[config.mk]
export PLATFORM = sky130hd
export DESIGN_NAME = fpsm_ram
export DESIGN_NICKNAME = d
export VERILOG_FILES = /design/src/sv/fpsm_ram.sv
export SDC_FILE = /design/constraint.sdc
export NUM_CORES = 2
export LEC_CHECK = 0
export BUFFER_PORTS_ARGS = -buffer_cell sky130_fd_sc_hd__clkbuf_2
export CORE_ASPECT_RATIO = 1.4
export CORE_UTILIZATION = 30
export CTS_BUF_LIST = sky130_fd_sc_hd__clkbuf_8
export DETAILED_ROUTE_END_ITERATION = 10
export GPL_TIMING_DRIVEN = 0
export PLACE_DENSITY = 0.43
export SLEW_MARGIN = 10
export SYNTH_ARGS = -nofsm -noshare
export SYNTH_HDL_FRONTEND = slang
export SYNTH_SLANG_ARGS = --single-unit
[constraint.sdc]
create_clock -name clk -period 5.5 [get_ports clk]
set_input_delay 0.275 -clock clk [delete_from_list [all_inputs] [get_ports clk]]
set_output_delay 0.275 -clock clk [all_outputs]
set_load 0.05 [all_outputs]
[src/sv/fpsm_ram.sv]
// Generic single-port-write, single-port-read RAM with registered read data.
// Read-first on a same-address collision. No dependencies.
module fpsm_ram #(
  parameter int unsigned WIDTH = 32,
  parameter int unsigned DEPTH = 64
) (
  input  logic                     clk,
  input  logic                     we,
  input  logic [$clog2(DEPTH)-1:0] waddr,
  input  logic [WIDTH-1:0]         wdata,
  input  logic                     re,
  input  logic [$clog2(DEPTH)-1:0] raddr,
  output logic [WIDTH-1:0]         rdata
);

  logic [WIDTH-1:0] mem [DEPTH];

  always_ff @(posedge clk) begin
    if (we) begin
      mem[waddr] <= wdata;
    end
    if (re) begin
      rdata <= mem[raddr];
    end
  end

endmodule

==> impl_metrics.py <==
metrics = {
    "critical_path": {
        "path_max_fanout": 10,
        "critical_path_class": "primary input to register",
        "cpMostUsedCell": "buf_2",
        "start_kind": "primary input",
        "cp.required_ns": 6.19,
        "crit_slowest_cell": "buf_1",
        "worst_ep_arrival_time_ns": 4.44,
        "endpoint_kind": "register",
        "r2r_slack_ns": 2.52,
        "slowest_delay_ns": 0.96,
        "crit_path_cell_trace": "buf_2 -> buf_2 -> buf_2 -> buf_1 -> mux4_2 -> o22ai_1 -> nor2_1 -> a21oi_1 -> nor2_1",
    },
    "clock_tree": {
        "cts_tree": "yes",
        "post_cts_resized": 0,
        "cts_buffer_depth": 4,
        "path_clk_slew_ns": 0.07,
        "hold_buffers": 21,
        "cts_inserted_buffers": 331,
        "clock-sinks": 2080,
        "cts-root-buf": "clkbuf_8",
        "cts_setup_buffers": 0,
        "h-tree-depth": 5,
        "insertion_delay_ns": 0.97,
    },
    "timing": {
        "fin_skew_ns": 0.0722,
        "setup-violations-final": 0,
        "relSlewSlack": 0.116,
        "fin_crit_sh": 0.682,
        "grt_setup_unrepaired": "false",
        "fin_crit_ns": 3.75,
        "setup-tns-final_ns": 0,
        "fmax_mhz": 267,
        "tightest_slew_ns": 1.33,
        "report.final.slew_viol_count": 0,
        "hold_viol": 0,
        "whs_ns": 0.0750,
    },
    "route": {
        "wl_mm": 278,
        "wl_per_cell_microns": 36.5,
        "drtIter0Drc": 4056,
        "dr.pass1.iters": 9,
        "avgViaCountPerCell": 5.14,
        "drtAntennaViolNets": 0,
        "drc": 0,
        "vias": 39164,
    },
    "synthesis": {
        "yosys_warnings": 0,
        "synth_fp_nets": 3371,
        "synth_area_per_cell_sq_um": 23.7,
        "synth_edf_count": 2080,
        "synth.most_common_cell": "edfxtp_1",
        "synth_top_cell_by_area": "edfxtp_1",
        "synth_ff_type": "edfxtp_1",
        "yosys-top-cells-area": "edfxtp_1 79%, mux4_2 16%, mux2i_1 1.2%",
        "netlist.area_leader.share": 0.792,
        "netlist_area_sq_um": 78800,
        "seq_area_frac_synth": 0.792,
        "async_flop_share": 0,
        "synth_seq_cells": 2080,
        "synth.distinct_cells": 33,
        "synthTopCellsByCount": "2080 x edfxtp_1, 544 x mux4_2, 137 x nor2_1",
        "syn_inst": 3324,
    },
    "placement": {
        "io_buffers": 70,
        "dp_cells": 7020,
        "hpwl_mm": 189,
        "gp_congestion": 0.921,
    },
    "floorplan": {
        "fp.dieH_microns": 609,
        "pin_count": 79,
        "fp.coreArea_sq_um": 261000,
        "die_w_microns": 435,
        "rows": 222,
        "die_area_sq_um": 265000,
        "start_util": 0.302,
    },
    "status": {
        "status": "finished, final reports clean",
    },
    "global_route": {
        "track_usage": 0.207,
        "antenna_found_initial": 28,
        "grt_pass1_vias": 40854,
        "grt_remaining_overflow": 0,
        "grt_max_degree": 65,
        "grt_pass1_wl_mm": 369,
    },
    "pwr": {
        "vdd_drop_max_v": 0.000205,
        "leakage_nw": 29.0,
        "finalPower_mw": 32.1,
        "pwr_density_cell_nw_per_um2": 344,
    },
    "layout": {
        "fin_cells": 7625,
        "drive_gt1_frac": 0.325,
        "utilization": 0.357,
        "fill_cells": 24002,
        "syn_to_final_growth_pct": 18.5,
        "nets": 3949,
    },
    "min_path": {
        "hold_path.class": "primary input to register",
    },
    "run": {
        "drv_cap": 0,
    },
}
## metal layers
metal  up-vias  share of wire  global-route usage
met5         -        0.00026                   0
met4        10          0.046              0.0879
met3       431          0.062              0.0424
li1      15510              -                   -
met1     21726           0.37               0.239
met2      1487           0.52               0.372
## cells in the final DEF, fill, tap and decap left out, types with 54 or more instances in the layout
cell type / count
edfxtp_1: 2080
mux4_2: 544
clkbuf_8: 338
buf_12: 105
mux2i_1: 93
inv_1: 87
clkinv_1: 87
o22ai_1: 84
nor2_1: 75
buf_2: 65
a21oi_1: 62
nor2_4: 62
clkbuf_2: 59
clkbuf_1: 54
## state kept, by name, summed over array words and instances (netlist names)
register / cells
rdata: 32
mem: 2048
## final timing paths
kind	startpoint	endpoint	cells past startpoint
worst min register to register	mem[12][17]	rdata[17]	4
worst max-delay path	raddr[1]	rdata[3]	9
worst min-delay path	wdata[3]	mem[31][3]	1
worst max register to register	mem[19][22]	rdata[22]	4
## area by class of cell
class,instances,area [sq um],area share
buffer,182,916,0.00981
sequential,2080,62500,0.669
tap,3472,4340,0.0465
antenna,8,20.0,0.000214
multi-input combinational,1062,16000,0.171
clock buffer,338,4650,0.0498
timing repair buffer,245,3820,0.0409
clock inverter,238,1220,0.0130
## report_power, final
part	switching, mW	leakage, nW	internal [mW]
clock network	6.28	3.32	6.08
logic	1.48	6.98	0.648
registers	0.0308	18.7	17.6
## cell families (layout without fill, tap and decap cells)
group           Yosys count  in the layout  synth area share
other cells               0              8                 0
compound gates          202            202            0.0167
buf+inv                 182           1003            0.0112
mux                     637            637             0.167
simple gates            223            223            0.0126
flops                  2080           2080             0.792
## worst max-delay path, delay by kind of cell
family,cells,cell delay [ns]
buf+inv,4,2.19
simple gates,2,1.07
mux,1,0.41
compound gates,2,0.41
## metrics by stage
stage          area (sq um)  worst slack (ns)
5_1_grt               93400              1.83
3_3_place_gp          83500             -2.94
3_5_place_dp          87300             0.806
2_1_floorplan         78800              2.07
4_1_cts               93400              1.84
6_report              93400              1.75
Note: power is estimated with default switching activity, not from simulation.
